===== config.mk =====
export PLATFORM = sky130hd
export DESIGN_NAME = json_string_unescape_utf8_flat
export DESIGN_NICKNAME = d
export VERILOG_FILES = /design/src/hw/rtl/jsu_pkg.sv /design/src/hw/rtl/jsu_req_if.sv /design/src/hw/rtl/jsu_rsp_if.sv /design/src/hw/rtl/jsu_decode.sv /design/src/hw/rtl/json_string_unescape_utf8.sv /design/src/flat_wrapper.sv
export SDC_FILE = /design/constraint.sdc
export NUM_CORES = 1
export LEC_CHECK = 0
export ABC_AREA = 1
export BUFFER_PORTS_ARGS = -buffer_cell sky130_fd_sc_hd__buf_2
export CAP_MARGIN = 20
export CORE_MARGIN = 1
export CORE_UTILIZATION = 45
export CTS_BUF_LIST = sky130_fd_sc_hd__clkbuf_8 sky130_fd_sc_hd__clkbuf_16
export DETAILED_ROUTE_END_ITERATION = 16
export HOLD_SLACK_MARGIN = 0.1
export SLEW_MARGIN = 20
export SYNTH_ARGS = -nofsm -noshare
export SYNTH_HDL_FRONTEND = slang
export SYNTH_SLANG_ARGS = --single-unit

===== constraint.sdc =====
create_clock -name clock -period 9.1 [get_ports clock]
set_clock_uncertainty 0.1 [all_clocks]
set_input_delay 1.365 -clock clock [delete_from_list [all_inputs] [get_ports clock]]
set_output_delay 1.365 -clock clock [all_outputs]
set_load 0.01 [all_outputs]

===== src/hw/rtl/jsu_pkg.sv =====
// Shared types for the JSON string unescaper: result status codes and the decoded result group.
`default_nettype none

package jsu_pkg;

   // Most UTF-8 bytes one input byte can produce
   localparam int unsigned MaxBytes = 4;

   typedef enum logic [1:0] {
      STATUS_DATA  = 2'd0,
      STATUS_DONE  = 2'd1,
      STATUS_ERROR = 2'd2
   } status_type;

   // All results caused by one input byte; status results always travel alone
   typedef struct packed {
      logic [2:0]                count;
      logic [MaxBytes-1:0][7:0]  bytes;
      logic                      byte_valid;
      status_type                status;
   } group_type;

endpackage

`default_nettype wire


===== src/hw/rtl/jsu_req_if.sv =====
// Input byte channel of the JSON string unescaper.
`default_nettype none

interface jsu_req_if;
   logic       valid;
   logic       ready;
   logic [7:0] in_byte;
   logic       end_of_buffer;

   modport source (output valid, output in_byte, output end_of_buffer, input ready);
   modport sink   (input valid, input in_byte, input end_of_buffer, output ready);
endinterface

`default_nettype wire


===== src/hw/rtl/jsu_rsp_if.sv =====
// Result channel of the JSON string unescaper.
`default_nettype none

interface jsu_rsp_if;
   logic       valid;
   logic       ready;
   logic [7:0] out_byte;
   logic       byte_valid;
   logic [1:0] status;
   logic       last;

   modport source (output valid, output out_byte, output byte_valid, output status,
                   output last, input ready);
   modport sink   (input valid, input out_byte, input byte_valid, input status,
                   input last, output ready);
endinterface

`default_nettype wire


===== src/hw/rtl/jsu_decode.sv =====
// Escape decoder: parser state, hex gathering, surrogate pairing and UTF-8 encoding.
`default_nettype none

module jsu_decode (
   input  wire logic          clock,
   input  wire logic          reset,
   input  wire logic          accept,
   input  wire logic [7:0]    in_byte,
   input  wire logic          end_of_buffer,
   output jsu_pkg::group_type group
);
   import jsu_pkg::*;

   typedef enum logic [6:0] {
      MODE_WAIT  = 7'b0000001,
      MODE_BODY  = 7'b0000010,
      MODE_ESC   = 7'b0000100,
      MODE_HEXHI = 7'b0001000,
      MODE_SBS   = 7'b0010000,
      MODE_SU    = 7'b0100000,
      MODE_HEXLO = 7'b1000000
   } mode_type;

   localparam logic [7:0] ChQuote  = 8'h22;
   localparam logic [7:0] ChBslash = 8'h5C;
   localparam logic [7:0] ChSlash  = 8'h2F;
   localparam logic [7:0] ChB      = 8'h62;
   localparam logic [7:0] ChF      = 8'h66;
   localparam logic [7:0] ChN      = 8'h6E;
   localparam logic [7:0] ChR      = 8'h72;
   localparam logic [7:0] ChT      = 8'h74;
   localparam logic [7:0] ChU      = 8'h75;

   // {ok, value}
   function automatic logic [4:0] hex_val(input logic [7:0] b);
      logic [4:0] r;
      r = 5'd0;
      if (b >= 8'h30 && b <= 8'h39)      r = {1'b1, 4'(b - 8'h30)};
      else if (b >= 8'h61 && b <= 8'h66) r = {1'b1, 4'(b - 8'h57)};
      else if (b >= 8'h41 && b <= 8'h46) r = {1'b1, 4'(b - 8'h37)};
      return r;
   endfunction

   mode_type    mode_ff, mode_in;
   logic [15:0] accum_ff, accum_in;
   logic [9:0]  high_ff, high_in;
   logic [1:0]  hex_cnt_ff, hex_cnt_in;

   logic [4:0]  hex;
   logic [15:0] acc_shift;
   logic        hex_full;
   logic [20:0] low_sum;
   logic [20:0] code_point;
   logic        emit_cp;
   logic        emit_plain;
   logic [7:0]  plain_byte;
   logic        bad;
   logic        done;
   logic        fail;
   logic [2:0]  cp_count;
   logic [MaxBytes-1:0][7:0] cp_bytes;

   assign hex       = hex_val(in_byte);
   assign acc_shift = {accum_ff[11:0], hex[3:0]};
   assign hex_full  = (hex_cnt_ff == 2'd3);
   // 0x10000 + (high << 10) + (low - 0xDC00)
   assign low_sum   = {1'b0, high_ff, acc_shift[9:0]} + 21'h10000;

   always_comb begin
      mode_in    = mode_ff;
      accum_in   = accum_ff;
      high_in    = high_ff;
      hex_cnt_in = hex_cnt_ff;
      bad        = 1'b0;
      done       = 1'b0;
      emit_plain = 1'b0;
      plain_byte = in_byte;
      emit_cp    = 1'b0;
      code_point = {5'd0, acc_shift};

      unique case (mode_ff)
         MODE_BODY: begin
            if (in_byte == ChQuote)       done = 1'b1;
            else if (in_byte == ChBslash) mode_in = MODE_ESC;
            else                          emit_plain = 1'b1;
         end
         MODE_ESC: begin
            mode_in = MODE_BODY;
            unique case (in_byte)
               ChQuote, ChBslash, ChSlash: emit_plain = 1'b1;
               ChB: begin emit_plain = 1'b1; plain_byte = 8'h08; end
               ChF: begin emit_plain = 1'b1; plain_byte = 8'h0C; end
               ChN: begin emit_plain = 1'b1; plain_byte = 8'h0A; end
               ChR: begin emit_plain = 1'b1; plain_byte = 8'h0D; end
               ChT: begin emit_plain = 1'b1; plain_byte = 8'h09; end
               ChU: begin
                  mode_in    = MODE_HEXHI;
                  accum_in   = 16'd0;
                  hex_cnt_in = 2'd0;
               end
               default: bad = 1'b1;
            endcase
         end
         MODE_HEXHI, MODE_HEXLO: begin
            if (!hex[4]) begin
               bad = 1'b1;
            end else begin
               accum_in   = acc_shift;
               hex_cnt_in = hex_cnt_ff + 2'd1;
               if (hex_full) begin
                  if (mode_ff == MODE_HEXHI) begin
                     if (acc_shift[15:10] == 6'b110110) begin
                        high_in = acc_shift[9:0];
                        mode_in = MODE_SBS;
                     end else begin
                        emit_cp = 1'b1;
                        mode_in = MODE_BODY;
                     end
                  end else if (acc_shift[15:10] != 6'b110111) begin
                     bad = 1'b1;
                  end else begin
                     emit_cp    = 1'b1;
                     code_point = low_sum;
                     mode_in    = MODE_BODY;
                  end
               end
            end
         end
         MODE_SBS: begin
            if (in_byte == ChBslash) mode_in = MODE_SU;
            else                     bad = 1'b1;
         end
         MODE_SU: begin
            if (in_byte == ChU) begin
               mode_in    = MODE_HEXLO;
               accum_in   = 16'd0;
               hex_cnt_in = 2'd0;
            end else begin
               bad = 1'b1;
            end
         end
         default: begin
            if (in_byte == ChQuote) mode_in = MODE_BODY;
            else                    bad = 1'b1;
         end
      endcase

      // buffer running out anywhere but on the closing quote is an error
      fail = bad || (end_of_buffer && !done);

      if (fail || done) begin
         mode_in    = MODE_WAIT;
         accum_in   = 16'd0;
         high_in    = 10'd0;
         hex_cnt_in = 2'd0;
      end
   end

   // UTF-8 encoder
   always_comb begin
      cp_bytes = '0;
      if (code_point < 21'h80) begin
         cp_count    = 3'd1;
         cp_bytes[0] = code_point[7:0];
      end else if (code_point < 21'h800) begin
         cp_count    = 3'd2;
         cp_bytes[0] = {3'b110, code_point[10:6]};
         cp_bytes[1] = {2'b10, code_point[5:0]};
      end else if (code_point < 21'h10000) begin
         cp_count    = 3'd3;
         cp_bytes[0] = {4'b1110, code_point[15:12]};
         cp_bytes[1] = {2'b10, code_point[11:6]};
         cp_bytes[2] = {2'b10, code_point[5:0]};
      end else begin
         cp_count    = 3'd4;
         cp_bytes[0] = {5'b11110, code_point[20:18]};
         cp_bytes[1] = {2'b10, code_point[17:12]};
         cp_bytes[2] = {2'b10, code_point[11:6]};
         cp_bytes[3] = {2'b10, code_point[5:0]};
      end
   end

   always_comb begin
      group            = '0;
      group.byte_valid = 1'b0;
      group.status     = STATUS_DATA;
      priority if (fail) begin
         group.count  = 3'd1;
         group.status = STATUS_ERROR;
      end else if (done) begin
         group.count  = 3'd1;
         group.status = STATUS_DONE;
      end else if (emit_plain) begin
         group.count      = 3'd1;
         group.bytes[0]   = plain_byte;
         group.byte_valid = 1'b1;
      end else if (emit_cp) begin
         group.count      = cp_count;
         group.bytes      = cp_bytes;
         group.byte_valid = 1'b1;
      end else begin
         group.count = 3'd0;
      end
   end

   always_ff @(posedge clock) begin
      if (reset) begin
         mode_ff    <= MODE_WAIT;
         accum_ff   <= 16'd0;
         high_ff    <= 10'd0;
         hex_cnt_ff <= 2'd0;
      end else if (accept) begin
         mode_ff    <= mode_in;
         accum_ff   <= accum_in;
         high_ff    <= high_in;
         hex_cnt_ff <= hex_cnt_in;
      end
   end

endmodule

`default_nettype wire


===== src/hw/rtl/json_string_unescape_utf8.sv =====
// Top level of the JSON string unescaper: decoder plus result group register and serializer.
//
//   channel | dir | payload                                 | transfer when
//   --------+-----+-----------------------------------------+------------------------
//   req     | in  | in_byte[7:0], end_of_buffer             | req.valid && req.ready
//   rsp     | out | out_byte[7:0], byte_valid, status, last | rsp.valid && rsp.ready
//
// A byte is decoded in the cycle of its transfer; its results land in the group register
//   and leave one per cycle while rsp is ready. A byte with more results holds req until
//   its last result leaves; bytes with at most one result pass one per cycle if rsp is ready.
// req.ready is high when the group register is empty or its last result transfers now.
// Reset clears the decoder to waiting for the opening quote and empties the group register.
// Stalls on rsp hold the current result; bytes with no results pass while rsp is idle.
`default_nettype none

module json_string_unescape_utf8 (
   input wire logic   clock,
   input wire logic   reset,
   jsu_req_if.sink    req,
   jsu_rsp_if.source  rsp
);
   import jsu_pkg::*;

   group_type                group;
   logic [2:0]               count_ff, count_in;
   logic [1:0]               idx_ff, idx_in;
   logic [MaxBytes-1:0][7:0] bytes_ff;
   logic                     byte_valid_ff;
   status_type               status_ff;
   logic                     req_xfer;
   logic                     rsp_xfer;
   logic                     rsp_last;
   logic                     load;

   // last result of the held group
   assign rsp_last = (({1'b0, idx_ff} + 3'd1) == count_ff);
   assign rsp_xfer = rsp.valid && rsp.ready;

   // take a new byte when the group register is empty or while the final result of the previous one is leaving
   assign req.ready = (count_ff == 3'd0) || (rsp.ready && rsp_last);
   assign req_xfer  = req.valid && req.ready;
   assign load      = req_xfer && (group.count != 3'd0);

   jsu_decode u_decode (
      .clock         (clock),
      .reset         (reset),
      .accept        (req_xfer),
      .in_byte       (req.in_byte),
      .end_of_buffer (req.end_of_buffer),
      .group         (group)
   );

   always_comb begin
      priority if (load) begin
         count_in = group.count;
         idx_in   = 2'd0;
      end else if (rsp_xfer) begin
         if (rsp_last) begin
            count_in = 3'd0;
            idx_in   = 2'd0;
         end else begin
            count_in = count_ff;
            idx_in   = idx_ff + 2'd1;
         end
      end else begin
         count_in = count_ff;
         idx_in   = idx_ff;
      end
   end

   always_ff @(posedge clock) begin
      if (reset) begin
         count_ff <= 3'd0;
         idx_ff   <= 2'd0;
      end else begin
         count_ff <= count_in;
         idx_ff   <= idx_in;
      end
   end

   // result payload, no reset needed
   always_ff @(posedge clock) begin
      if (load) begin
         bytes_ff      <= group.bytes;
         byte_valid_ff <= group.byte_valid;
         status_ff     <= group.status;
      end
   end

   assign rsp.valid      = (count_ff != 3'd0);
   assign rsp.out_byte   = bytes_ff[idx_ff];
   assign rsp.byte_valid = byte_valid_ff;
   assign rsp.status     = status_ff;
   assign rsp.last       = rsp_last;

`ifndef SYNTHESIS
   a_count_range : assert property (@(posedge clock) disable iff (reset)
      count_ff <= 3'(MaxBytes))
      else $error("result group count out of range");

   a_idx_in_group : assert property (@(posedge clock) disable iff (reset)
      rsp.valid |-> ({1'b0, idx_ff} < count_ff))
      else $error("result index beyond group");

   a_status_alone : assert property (@(posedge clock) disable iff (reset)
      rsp.valid && !rsp.byte_valid |-> rsp.last && (idx_ff == 2'd0))
      else $error("status result not alone in its group");

   a_valid_matches_status : assert property (@(posedge clock) disable iff (reset)
      rsp.valid |-> (rsp.byte_valid == (rsp.status == STATUS_DATA)))
      else $error("byte_valid disagrees with status");

   a_no_overwrite : assert property (@(posedge clock) disable iff (reset)
      req_xfer && (count_ff != 3'd0) |-> rsp_xfer && rsp_last)
      else $error("new byte accepted over pending results");
`endif

endmodule

`default_nettype wire

===== src/flat_wrapper.sv =====
// flat-port wrapper written by rule: the top's interface ports become plain ports
module json_string_unescape_utf8_flat import jsu_pkg::*;
  (clock, reset, req_valid, req_in_byte, req_end_of_buffer, req_ready, rsp_valid, rsp_out_byte, rsp_byte_valid, rsp_status, rsp_last, rsp_ready);
  jsu_req_if req_i ();
  jsu_rsp_if rsp_i ();
  input wire logic clock;
  input wire logic reset;
  input wire logic [$bits(req_i.valid)-1:0] req_valid;
  input wire logic [$bits(req_i.in_byte)-1:0] req_in_byte;
  input wire logic [$bits(req_i.end_of_buffer)-1:0] req_end_of_buffer;
  output wire logic [$bits(req_i.ready)-1:0] req_ready;
  output wire logic [$bits(rsp_i.valid)-1:0] rsp_valid;
  output wire logic [$bits(rsp_i.out_byte)-1:0] rsp_out_byte;
  output wire logic [$bits(rsp_i.byte_valid)-1:0] rsp_byte_valid;
  output wire logic [$bits(rsp_i.status)-1:0] rsp_status;
  output wire logic [$bits(rsp_i.last)-1:0] rsp_last;
  input wire logic [$bits(rsp_i.ready)-1:0] rsp_ready;
  assign req_i.valid = req_valid;
  assign req_i.in_byte = req_in_byte;
  assign req_i.end_of_buffer = req_end_of_buffer;
  assign req_ready = req_i.ready;
  assign rsp_valid = rsp_i.valid;
  assign rsp_out_byte = rsp_i.out_byte;
  assign rsp_byte_valid = rsp_i.byte_valid;
  assign rsp_status = rsp_i.status;
  assign rsp_last = rsp_i.last;
  assign rsp_i.ready = rsp_ready;
  json_string_unescape_utf8 u_core (.clock(clock), .reset(reset), .req(req_i), .rsp(rsp_i));
endmodule

==> results of run 1 <==
## power groups by stage
stage | Combinational [mW] | Clock (mW) | Sequential, mW
finish | 0.124 | 0.264 | 0.349
global route | 0.140 | 0.280 | 0.351
CTS | 0.123 | 0.269 | 0.349
detailed placement | 0.123 | 0 | 0.356
global placement | 0.123 | 0 | 0.356
floorplan | 0.0929 | 0 | 0.352
## cell families after synthesis
| family | Yosys count | synth area share [%] |
|---|---|---|
| buffers and inverters | 107 | 9.57 |
| xor gates and xnor gates | 6 | 1.19 |
| muxes | 1 | 0.227 |
| adders and majority gates | 7 | 1.98 |
| DFF | 68 | 38.1 |
| AOI/OAI and AO/OA | 136 | 17.4 |
| and+or+nand+nor | 303 | 31.5 |
## path summary, 6_finish.rpt
kind | startpoint | endpoint | slack (ps) | cells past startpoint
worst min-delay path | u_core.u_decode.high_ff[3]$_SDFFE_PP0P_ | u_core.u_decode.high_ff[3]$_SDFFE_PP0P_ | 380 | 2
worst min register to register | u_core.u_decode.high_ff[3]$_SDFFE_PP0P_ | u_core.u_decode.high_ff[3]$_SDFFE_PP0P_ | 380 | 2
worst max register to register | u_core.u_decode.mode_ff[6]$_SDFFE_PP0P_ | u_core.u_decode.accum_ff[10]$_SDFFE_PP0P_ | 5560 | 16
worst max-delay path | req_in_byte[0] | u_core.bytes_ff[11]$_SDFFCE_PP0P_ | 4650 | 16
## metal layers
metal	vias up	routed length [um]	GRT usage [%]
li1	2146	-	-
met1	1933	5830	35.4
met2	130	5480	40.2
met3	24	660	4.16
met4	0	303	10.0
met5	-	0	0
## worst max-delay path, cell delays in order
cell and delay [ps]:
buf_2 140, inv_1 100, ha_1 270, nor2_1 120, nand2_1 60, nand3_1 230, nand3_2 380, o21ai_0 290
nand3_4 170, inv_2 200, o21ai_2 120, nand2_1 80, nand2_1 50, nand2_1 90, nand2_2 90, nand2_2 570
## layout make-up
cell class,count,area [um2]
clock buffers,11,174
clock inverters,5,38.8
fillers,997,4530
inverters,91,342
multi-input cells,453,2310
flip-flops and latches,68,1680
well taps,129,161
repair buffers,26,130
## cells in the final DEF, fill, tap and decap left out, types with 2 or more instances in the layout
master	count
clkbuf_16	2
nor2_4	3
xnor2_1	3
and2_1	2
a211oi_1	5
nand2_1	120
nor3_1	9
o211ai_1	2
dfxtp_1	36
nor2_2	8
o22ai_1	10
nand4_1	11
buf_2	26
nand2_2	11
clkbuf_8	9
o31ai_1	2
nand3_2	2
a21oi_1	50
inv_2	9
o21ai_1	14
nor4_1	5
ha_1	7
nand3_4	3
nor2_1	81
xor2_1	3
clkinv_4	2
inv_1	82
o221ai_1	2
nand3_1	45
a31oi_1	5
a21oi_2	2
o21ai_0	39
edfxtp_1	32
## registers in the layout, summed over array words and instances, names as in the netlist
register and count:
u_core.idx_ff 2, u_core.u_decode.accum_ff 12, u_core.u_decode.hex_cnt_ff 2, u_core.rsp.status 2
u_core.u_decode.mode_ff 7, u_core.u_decode.high_ff 10, u_core.bytes_ff 29, u_core.count_ff 3
u_core.rsp.byte_valid 1
## through the flow
step / std cells / util, %
detailed placement: 767 / 49.4
CTS: 783 / 51.6
global route: 783 / 51.6
finish: 783 / 51.6
global placement: 767 / 49.4
floorplan: 628 / -
==> metrics, run 1 <==
fraction of layout instances using a drive strength above 1 13.3%; worst slew slack as a fraction of its limit about 37%; horizontal die dimension 101 um; row count 35; clock buffers created by TritonCTS 9; min setup slack post-route ~4600 ps; kind of capture point of the worst setup path flip-flop; post-route fraction of the period consumed by the critical path approximately half; number of global-route vias before repair around 4000; Crit Path Max Fanout 33; via count of the routed design about 4200; ports placed on the boundary 27; Crit Path Category in -> reg; overall global routing resource usage 25.7%; final weighted congestion of routability-driven global placement 0.859; Post-Syn Instances roughly 630; instance area after placement about 0.0046 mm2; CTS tree built; maximum number of pins on one net before global-route repair 34; post-synth top area cell edfxtp_1; run status finished clean; number of port buffers 26; minimum clock period 4450 ps; number of nets in the finished design 669; RSZ-0062 raised after global routing false; clock tree root driver cell clkbuf_8; First-pass DRT Iterations 8; maximum clock insertion buffer count 2; nets in the synthesized netlist about 650; final design instance area without fill a little under 0.005 mm2; cells taking the most area after synthesis edfxtp_1 22%, dfxtp_1 16%, nand2_1 10%, inv_1 7.0%, nor2_1 6.9%; sequential area share after synthesis 38.1%; wire length of the first global-routing pass around 20 mm; remaining global-route overflow 0; clock network latency to the later pin of the worst-skew pair between 300 and 400 ps; Internal Power between 0.5 and 0.6 mW; cell with the most instances after synthesis nand2_1; sum of net half-perimeters after detailed placement between 9 and 10 mm; First DRT Iteration DRCs roughly 240; reported max-cap violation count 0; number of warnings printed during yosys synthesis 0; clock slew at reported path FFs around 80 ps; DRC Markers 0; count of clock tree sinks 68; die footprint around 0.010 mm2; chip height 101 um; worst slack on hold paths 377 ps; antenna-violating nets left 0; total power 0.737 mW; fraction of synthesis flops using an asynchronous set or reset pin 0%; critical path startpoint category input pin; count of cells resized by post-cts repair 0; via count normalized by instance count 5.41; Max rail drop VDD 0.0000863 V; number of register bits inferred by synthesis 68; total power per unit cell area ~150 mW/mm2; sequential fraction of design power roughly 47%; net switching power about 0.23 mW; number of antenna violations at the first check in global routing 0; Hold Vio Cnt, Final 0; synthesis-to-layout area growth 9.58%; synthesized cell area ~0.0044 mm2; class of the tightest hold or removal check reg -> reg; worst-case setup slack after placement around 4300 ps; total length of routed wires 12.3 mm; Synth Area per Inst between 7 and 8 um2; depth of the CTS H-tree 3; Main synth FF type dfxtp_1; critical path data arrival time 4320 ps; maximum achievable frequency 225 MHz; switching portion of total power 31.1%; area of the core between 0.009 and 0.01 mm2; portion of total power attributed to the clock network 35.8%; fraction of power consumed by combinational cells 16.9%; Yosys top cell area share between 20% and 30%; total negative slack for setup checks 0 ps; static leakage slightly above 2 nW; setup fix buffers added after clock tree synthesis 0; drt wl/cell about 16 um; starting density of the core 47.1%; top cells by count, synth 120 x nand2_1, 82 x inv_1, 81 x nor2_1; synth unique cells 42; number of enable-type register cells in the synthesized netlist 32; Finish-stage setup viols 0; critical path required time between 8000 and 9000 ps; number of hold buffers added after cts 0; number of diodes 0; Pins Over Slew Limit 0; actual transition at the worst max-transition pin between 900 and 1000 ps
(Power assumes the default switching activity.)
==> inputs of run 2 (changes only) <==
==> constraint.sdc (replaced) <==
create_clock -name clock -period 4.4 [get_ports clock]
set_clock_uncertainty 0.1 [all_clocks]
set_input_delay 0.66 -clock clock [delete_from_list [all_inputs] [get_ports clock]]
set_output_delay 0.66 -clock clock [all_outputs]
set_load 0.01 [all_outputs]
==> run 2 against run 1 <==
Against the previous run: critical path type unchanged; largest power group unchanged; die area stayed put; power is 110% higher; flip-flop and latch count stayed put.
==> metrics, run 2 (same netlist as run 1, synthesis figures left out) <==
run status finished clean; maximum clock insertion buffer count 2 (unchanged); worst setup path start req_in_byte[0]; drt wl/cell 14.7 um (-6.0%); dominant cell type by count on the critical path nand2_1; cell total after placement 772 (+0.65%); total length of routed wires 11.6 mm (-5.4%); count of clock tree sinks 68 (unchanged); critical path data arrival time 3450 ps (-870 ps); sink of the worst hold path u_core.u_decode.high_ff[0]$_SDFFE_PP0P_; via count normalized by instance count 5.32 (-1.6%); sum of net half-perimeters after detailed placement 9.15 mm (-3.0%); RSZ-0062 raised after global routing false; critical path required time 4300 ps (-4670 ps); static leakage 2.08 nW (+1.3%); ports placed on the boundary 27 (unchanged); Post-Layout Cell Count 788 (+0.64%); number of port buffers 26 (unchanged); kind of capture point of the worst setup path flip-flop; Critical Path Slowest Stage Cell nand3_2; number of nets in the finished design 674 (+0.75%); top flop regs u_core.bytes_ff (29), u_core.u_decode.accum_ff (12), u_core.u_decode.high_ff (10); number of buffer and inverter stages on the critical path 4 (+1); Finish-stage setup viols 0 (unchanged); count of fill cells added during filler insertion 986 (-1.1%); worst stage delay on the critical path 380 ps (-190 ps); First DRT Iteration DRCs 357 (+48%); overall global routing resource usage 24.6% (-1.1 points); wire length of the first global-routing pass 19.3 mm (-3.6%); worst slew slack as a fraction of its limit 59.6% (+23 points); leading cell types in the layout, fill and taps excluded 120 x nand2_1, 84 x inv_1, 81 x nor2_1; total power 1.53 mW (+110%); slack of the worst reg-to-reg path 1240 ps (-4320 ps); clock network latency to the later pin of the worst-skew pair 360 ps (about the same); register bank with the most flops u_core.bytes_ff; number of diodes 0 (unchanged); setup fix buffers added after clock tree synthesis 0 (unchanged); most frequent standard cell in the layout excluding fill and tap cells nand2_1; First-pass DRT Iterations 4 (-4); Hold Vio Cnt, Final 0 (unchanged); Pins Over Slew Limit 0 (unchanged); Max rail drop VDD 0.000150 V (+74%); maximum number of pins on one net before global-route repair 34 (unchanged); clock slew at reported path FFs 80 ps (about the same); worst hold path cell count 2 (unchanged); ordered list of cells on the worst path buf_2, inv_1, ha_1, nor2_1, nand2_1, nand3_1, nand3_2, o21ai_0, nand3_4, inv_2, o21ai_2, nand2_1, nand2_1, nand2_1, nand2_2, nand2_2, buf_4; flip-flop count of the largest register after layout 29 (unchanged); Crit Path Max Fanout 33 (unchanged); post-route fraction of the period consumed by the critical path 80.5%; CTS tree built; count of cells resized by post-cts repair 0 (unchanged); clock tree root driver cell clkbuf_8; number of antenna violations at the first check in global routing 0 (unchanged); count of cells along the worst register-to-register path 17 (+1); worst slack on hold paths 384 ps (+7.11 ps); final weighted congestion of routability-driven global placement 0.959 (+12%); launch instance of the worst register-to-register path u_core.u_decode.mode_ff[3]$_SDFFE_PP0P_; horizontal die dimension 101 um (unchanged); reported max-cap violation count 0 (unchanged); capturing point of the worst reg2reg path u_core.bytes_ff[16]$_SDFFCE_PP0P_; instance area after placement 0.00466 mm2 (+0.81%); total power per unit cell area 313 mW/mm2 (+110%); chip height 101 um (unchanged); clock buffers created by TritonCTS 9 (unchanged); depth of the CTS H-tree 3 (unchanged); fraction of layout instances using a drive strength above 1 13.7% (+0.35 points); number of hold buffers added after cts 0 (unchanged); die footprint 0.0102 mm2 (unchanged); area of the core 0.00937 mm2 (unchanged); hold path startpoint u_core.u_decode.high_ff[0]$_SDFFE_PP0P_; antenna-violating nets left 0 (unchanged); total negative slack for setup checks 0 ps (unchanged); via count of the routed design 4192 (-0.97%); minimum clock period 3540 ps; critical path startpoint category input pin; row count 35 (unchanged); starting density of the core 47.1% (unchanged); actual transition at the worst max-transition pin 606 ps (-342 ps); number of global-route vias before repair 3923 (-0.36%); Crit Path Category in -> reg; top cell family by delay on the critical path simple AND/OR/NAND/NOR gates; maximum achievable frequency around 280 MHz; synthesis-to-layout area growth 10.4%; final design instance area without fill 0.00488 mm2 (+0.75%); remaining global-route overflow 0 (unchanged); class of the tightest hold or removal check reg -> reg; DRC Markers 0 (unchanged)
## run 2: cell count changes in the layout (fill, tap and decap cells not counted)
cell,previous run,this run
clkbuf_16,2,1
bufinv_16,0,1
buf_4,0,5
clkinv_4,2,1
inv_1,82,84
clkinv_2,1,0
## run 2: layout make-up
class | count | area, um2 | share of cell area (%)
multi-input cells | 453 | 2310 | 47.4
well taps | 129 | 161 | 3.31
flip-flops and latches | 68 | 1680 | 34.5
inverters | 91 | 342 | 7.01
repair buffers | 31 | 168 | 3.44
clock buffers | 10 | 149 | 3.05
clock inverters | 6 | 62.6 | 1.28
## run 2: how the worst max path moves through the flow
stage	end	slack, ps	cells past startpoint
after floorplan	u_core.bytes_ff[0]$_SDFFCE_PN0P_	1210	16
after global placement	u_core.rsp.status[1]$_SDFFCE_PP1P_	570	17
after detailed placement	u_core.bytes_ff[6]$_SDFFCE_PN0P_	510	17
after CTS	u_core.bytes_ff[19]$_SDFFCE_PP0P_	870	17
after global routing	u_core.bytes_ff[1]$_SDFFCE_PN0P_	560	17
final	u_core.bytes_ff[16]$_SDFFCE_PP0P_	860	17
## run 2: metrics by stage
step	util [%]	worst slack [ps]
2_1_floorplan	-	1210
3_3_place_gp	49.8	570
3_5_place_dp	49.8	507
4_1_cts	52.0	871
5_1_grt	52.0	556
6_report	52.0	856
## run 2: tightest hold or removal path: cells and delay by family, from the launching register on
family	cells	cell delay, ps
buffers and inverters	1	80
AOI/OAI and AO/OA	1	60
DFF	1	300
## run 2: report_power, final
group | leakage, nW | switching (mW) | internal (mW) | total, mW
Clock | 0.111 | 0.252 | 0.295 | 0.548
Sequential | 0.612 | 0.0223 | 0.700 | 0.722
Combinational | 1.35 | 0.181 | 0.0780 | 0.259
## run 2: routing by layer
metal	up-vias	track usage, %	routed length [um]
li1	2144	-	-
met4	0	7.02	202
met3	16	4.44	552
met1	1922	33.0	5560
met5	-	0	0
met2	110	40.4	5300
==> inputs of run 3 (changes only) <==
--- a/config.mk
+++ b/config.mk
@@ -5,7 +5,7 @@
 export SDC_FILE = /design/constraint.sdc
 export NUM_CORES = 1
 export LEC_CHECK = 0
-export ABC_AREA = 1
+export ABC_AREA = 0
 export BUFFER_PORTS_ARGS = -buffer_cell sky130_fd_sc_hd__buf_2
 export CAP_MARGIN = 20
 export CORE_MARGIN = 1
==> constraint.sdc (replaced) <==
create_clock -name clock -period 3.6 [get_ports clock]
set_clock_uncertainty 0.1 [all_clocks]
set_input_delay 0.54 -clock clock [delete_from_list [all_inputs] [get_ports clock]]
set_output_delay 0.54 -clock clock [all_outputs]
set_load 0.01 [all_outputs]
==> run 3 against run 2 <==
Against the previous run: first-iteration DRC count rose by 19%; largest cell class unchanged; critical path type unchanged; die area down 4.2%; area after synthesis is 4.3% lower; worst hold slack barely moved; final cell count is 25% lower; power rose by 12%; critical path depth decreased by 7.
==> metrics, run 3 <==
run status finished clean; critical path required time 3680 ps (-620 ps); Internal Power 1.28 mW (+20%); First-pass DRT Iterations 5 (+1); count of cells resized by post-cts repair 0 (unchanged); final design instance area without fill 0.00482 mm2 (-1.1%); cells taking the most area after synthesis edfxtp_1 23%, dfxtp_1 17%, a22o_1 3.7%, mux4_2 3.7%, nand2_1 3.2%; top flop regs u_core.bytes_ff (29), u_core.u_decode.accum_ff (12), u_core.u_decode.high_ff (10); number of enable-type register cells in the synthesized netlist 32 (unchanged); total negative slack for setup checks 0 ps (unchanged); Max rail drop VDD 0.000185 V (+23%); RSZ-0062 raised after global routing false; fraction of synthesis flops using an asynchronous set or reset pin 0% (unchanged); Crit Path Category in -> reg; overall global routing resource usage 26.1% (+1.5 points); Crit Path Max Fanout 9 (-73%); worst setup path start req_in_byte[0]; remaining global-route overflow 0 (unchanged); static leakage 1.76 nW (-15%); count of fill cells added during filler insertion 841 (-15%); number of hold buffers added after cts 0 (unchanged); maximum number of pins on one net before global-route repair 35 (+2.9%); launch instance of the worst register-to-register path u_core.u_decode.mode_ff[2]$_SDFFE_PP0P_; number of diodes 0 (unchanged); switching portion of total power 25.2% (-4.6 points); flip-flop count of the largest register after layout 29 (unchanged); Post-Syn Instances 436 (-31%); Hold Vio Cnt, Final 0 (unchanged); maximum achievable frequency 318 MHz; horizontal die dimension 98.9 um (-2.1%); portion of total power attributed to the clock network 41.9% (+6.1 points); fraction of power consumed by combinational cells 9.2% (-7.7 points); via count normalized by instance count 6.44 (+21%); nets in the synthesized netlist 456 (-30%); post-synth top area cell edfxtp_1; count of clock tree sinks 68 (unchanged); fraction of layout instances using a drive strength above 1 21.0% (+7.3 points); sequential area share after synthesis 39.8% (+1.7 points); final core utilization 54.2% (+2.2 points); top cells by count, synth 36 x dfxtp_1, 36 x nand2_1, 32 x edfxtp_1; setup fix buffers added after clock tree synthesis 0 (unchanged); clock network latency to the later pin of the worst-skew pair 360 ps (about the same); starting density of the core 47.5% (+0.39 points); critical path data arrival time 3220 ps (-230 ps); maximum clock insertion buffer count 2 (unchanged); hold path startpoint u_core.count_ff[0]$_SDFFE_PP0P_; Finish-stage setup viols 0 (unchanged); net switching power 0.432 mW (-5.2%); leading cell types in the layout, fill and taps excluded 36 x nand2_1, 36 x dfxtp_1, 32 x edfxtp_1; kind of capture point of the worst setup path flip-flop; clock tree root driver cell clkbuf_8; instance area after placement 0.00460 mm2 (-1.4%); critical path startpoint category input pin; ports placed on the boundary 27 (unchanged); First DRT Iteration DRCs 425 (+19%); die footprint 0.00978 mm2 (-4.2%); total length of routed wires 12.2 mm (+5.4%); chip height 98.9 um (-2.1%); sequential fraction of design power 48.9% (+1.7 points); antenna-violating nets left 0 (unchanged); class of the tightest hold or removal check reg -> reg; post-route fraction of the period consumed by the critical path between 80 and 90%; Main synth FF type dfxtp_1; depth of the CTS H-tree 3 (unchanged); number of warnings printed during yosys synthesis 0 (unchanged); drt wl/cell 20.7 um (+41%); Synth Area per Inst 9.69 um2 (+38%); final weighted congestion of routability-driven global placement 0.972 (+1.3%); Post-Layout Cell Count 590 (-25%); DRC Markers 0 (unchanged); register bank with the most flops u_core.bytes_ff; wire length of the first global-routing pass 19.2 mm (-0.57%); actual transition at the worst max-transition pin 608 ps (+2.16 ps); row count 34 (-2.9%); cell total after placement 574 (-26%); synthesized cell area 0.00423 mm2 (-4.3%); clock buffers created by TritonCTS 9 (unchanged); Pins Over Slew Limit 0 (unchanged); synthesis-to-layout area growth 14.1%; number of port buffers 26 (unchanged); Yosys top cell area share 22.7% (+0.99 points); number of antenna violations at the first check in global routing 0 (unchanged); synth unique cells 78 (+86%); CTS tree built; area of the core 0.00889 mm2 (-5.1%); worst slew slack as a fraction of its limit 59.3% (-0.32 points); minimum clock period around 3100 ps; sum of net half-perimeters after detailed placement 9.22 mm (+0.74%); reported max-cap violation count 0 (unchanged); total power per unit cell area 356 mW/mm2 (+14%); number of register bits inferred by synthesis 68 (unchanged); number of global-route vias before repair 3484 (-11%); clock slew at reported path FFs 80 ps (about the same); number of nets in the finished design 497 (-26%); via count of the routed design 3799 (-9.4%)
## run 3: cell types whose count changed after synthesis, moves of 14 or more
cell,delta
nand2_1,-84
inv_1,-70
nor2_1,-53
nand3_1,-30
a21oi_1,-29
o21ai_0,-28
a22o_1,+18
o21ai_1,-14
## run 3: cell families after synthesis
kind of cell,synth area share [%]
AOI/OAI and AO/OA,24.5
xor gates and xnor gates,1.66
adders and majority gates,2.07
buffers and inverters,4.06
DFF,39.8
muxes,5.21
and+or+nand+nor,22.7
## run 3: stage by stage
| stage | total power [mW] | hold WS (ps) | worst slack, ps |
|---|---|---|---|
| finish | 1.72 | 384 | 459 |
| detailed placement | 1.01 | 378 | 119 |
| floorplan | 0.955 | 344 | 193 |
| CTS | 1.73 | 389 | 497 |
| global placement | 1.01 | 367 | 174 |
| global route | 1.77 | 417 | 284 |
## run 3: power by group through the flow
stage / clock, mW / combinational [mW] / sequential [mW]
2_1_floorplan: 0 / 0.101 / 0.854
3_3_place_gp: 0 / 0.156 / 0.856
3_5_place_dp: 0 / 0.156 / 0.857
5_1_grt: 0.756 / 0.172 / 0.840
6_report: 0.720 / 0.158 / 0.839
4_1_cts: 0.732 / 0.157 / 0.839
## run 3: cell type report
class                   instances  area (um2)  area share, %
clock buffers                   9         124           2.57
clock inverters                 7        98.8           2.05
inverters                      13        48.8           1.01
multi-input cells             330        2370           49.2
flip-flops and latches         68        1680           34.9
well taps                     108         135           2.80
repair buffers                 55         360           7.47
## run 3: worst max-delay path, stage by stage
cell and delay (ps):
buf_2 140, inv_1 90, ha_1 250, nor3b_1 150, or4_1 510, o211ai_1 330
and4bb_4 330, a31o_2 300, o211ai_1 290, a211oi_1 290
## run 3: path summary, 6_finish.rpt
kind	to	slack [ps]	depth (start not counted)
min reg2reg	u_core.count_ff[0]$_SDFFE_PP0P_	380	2
max reg2reg	u_core.u_decode.high_ff[9]$_SDFFE_PP0P_	510	9
min	u_core.count_ff[0]$_SDFFE_PP0P_	380	2
max	u_core.bytes_ff[18]$_SDFFCE_PP0P_	460	10
## run 3: routing by layer
layer / track usage, % / wire (um) / share of wire, % / up-vias
met3: 5.25 / 883 / 7.2 / 28
li1: - / - / - / 1775
met2: 39.2 / 5360 / 44 / 165
met5: 0 / 0 / 0 / -
met1: 37.1 / 5710 / 47 / 1831
met4: 9.30 / 284 / 2.3 / 0
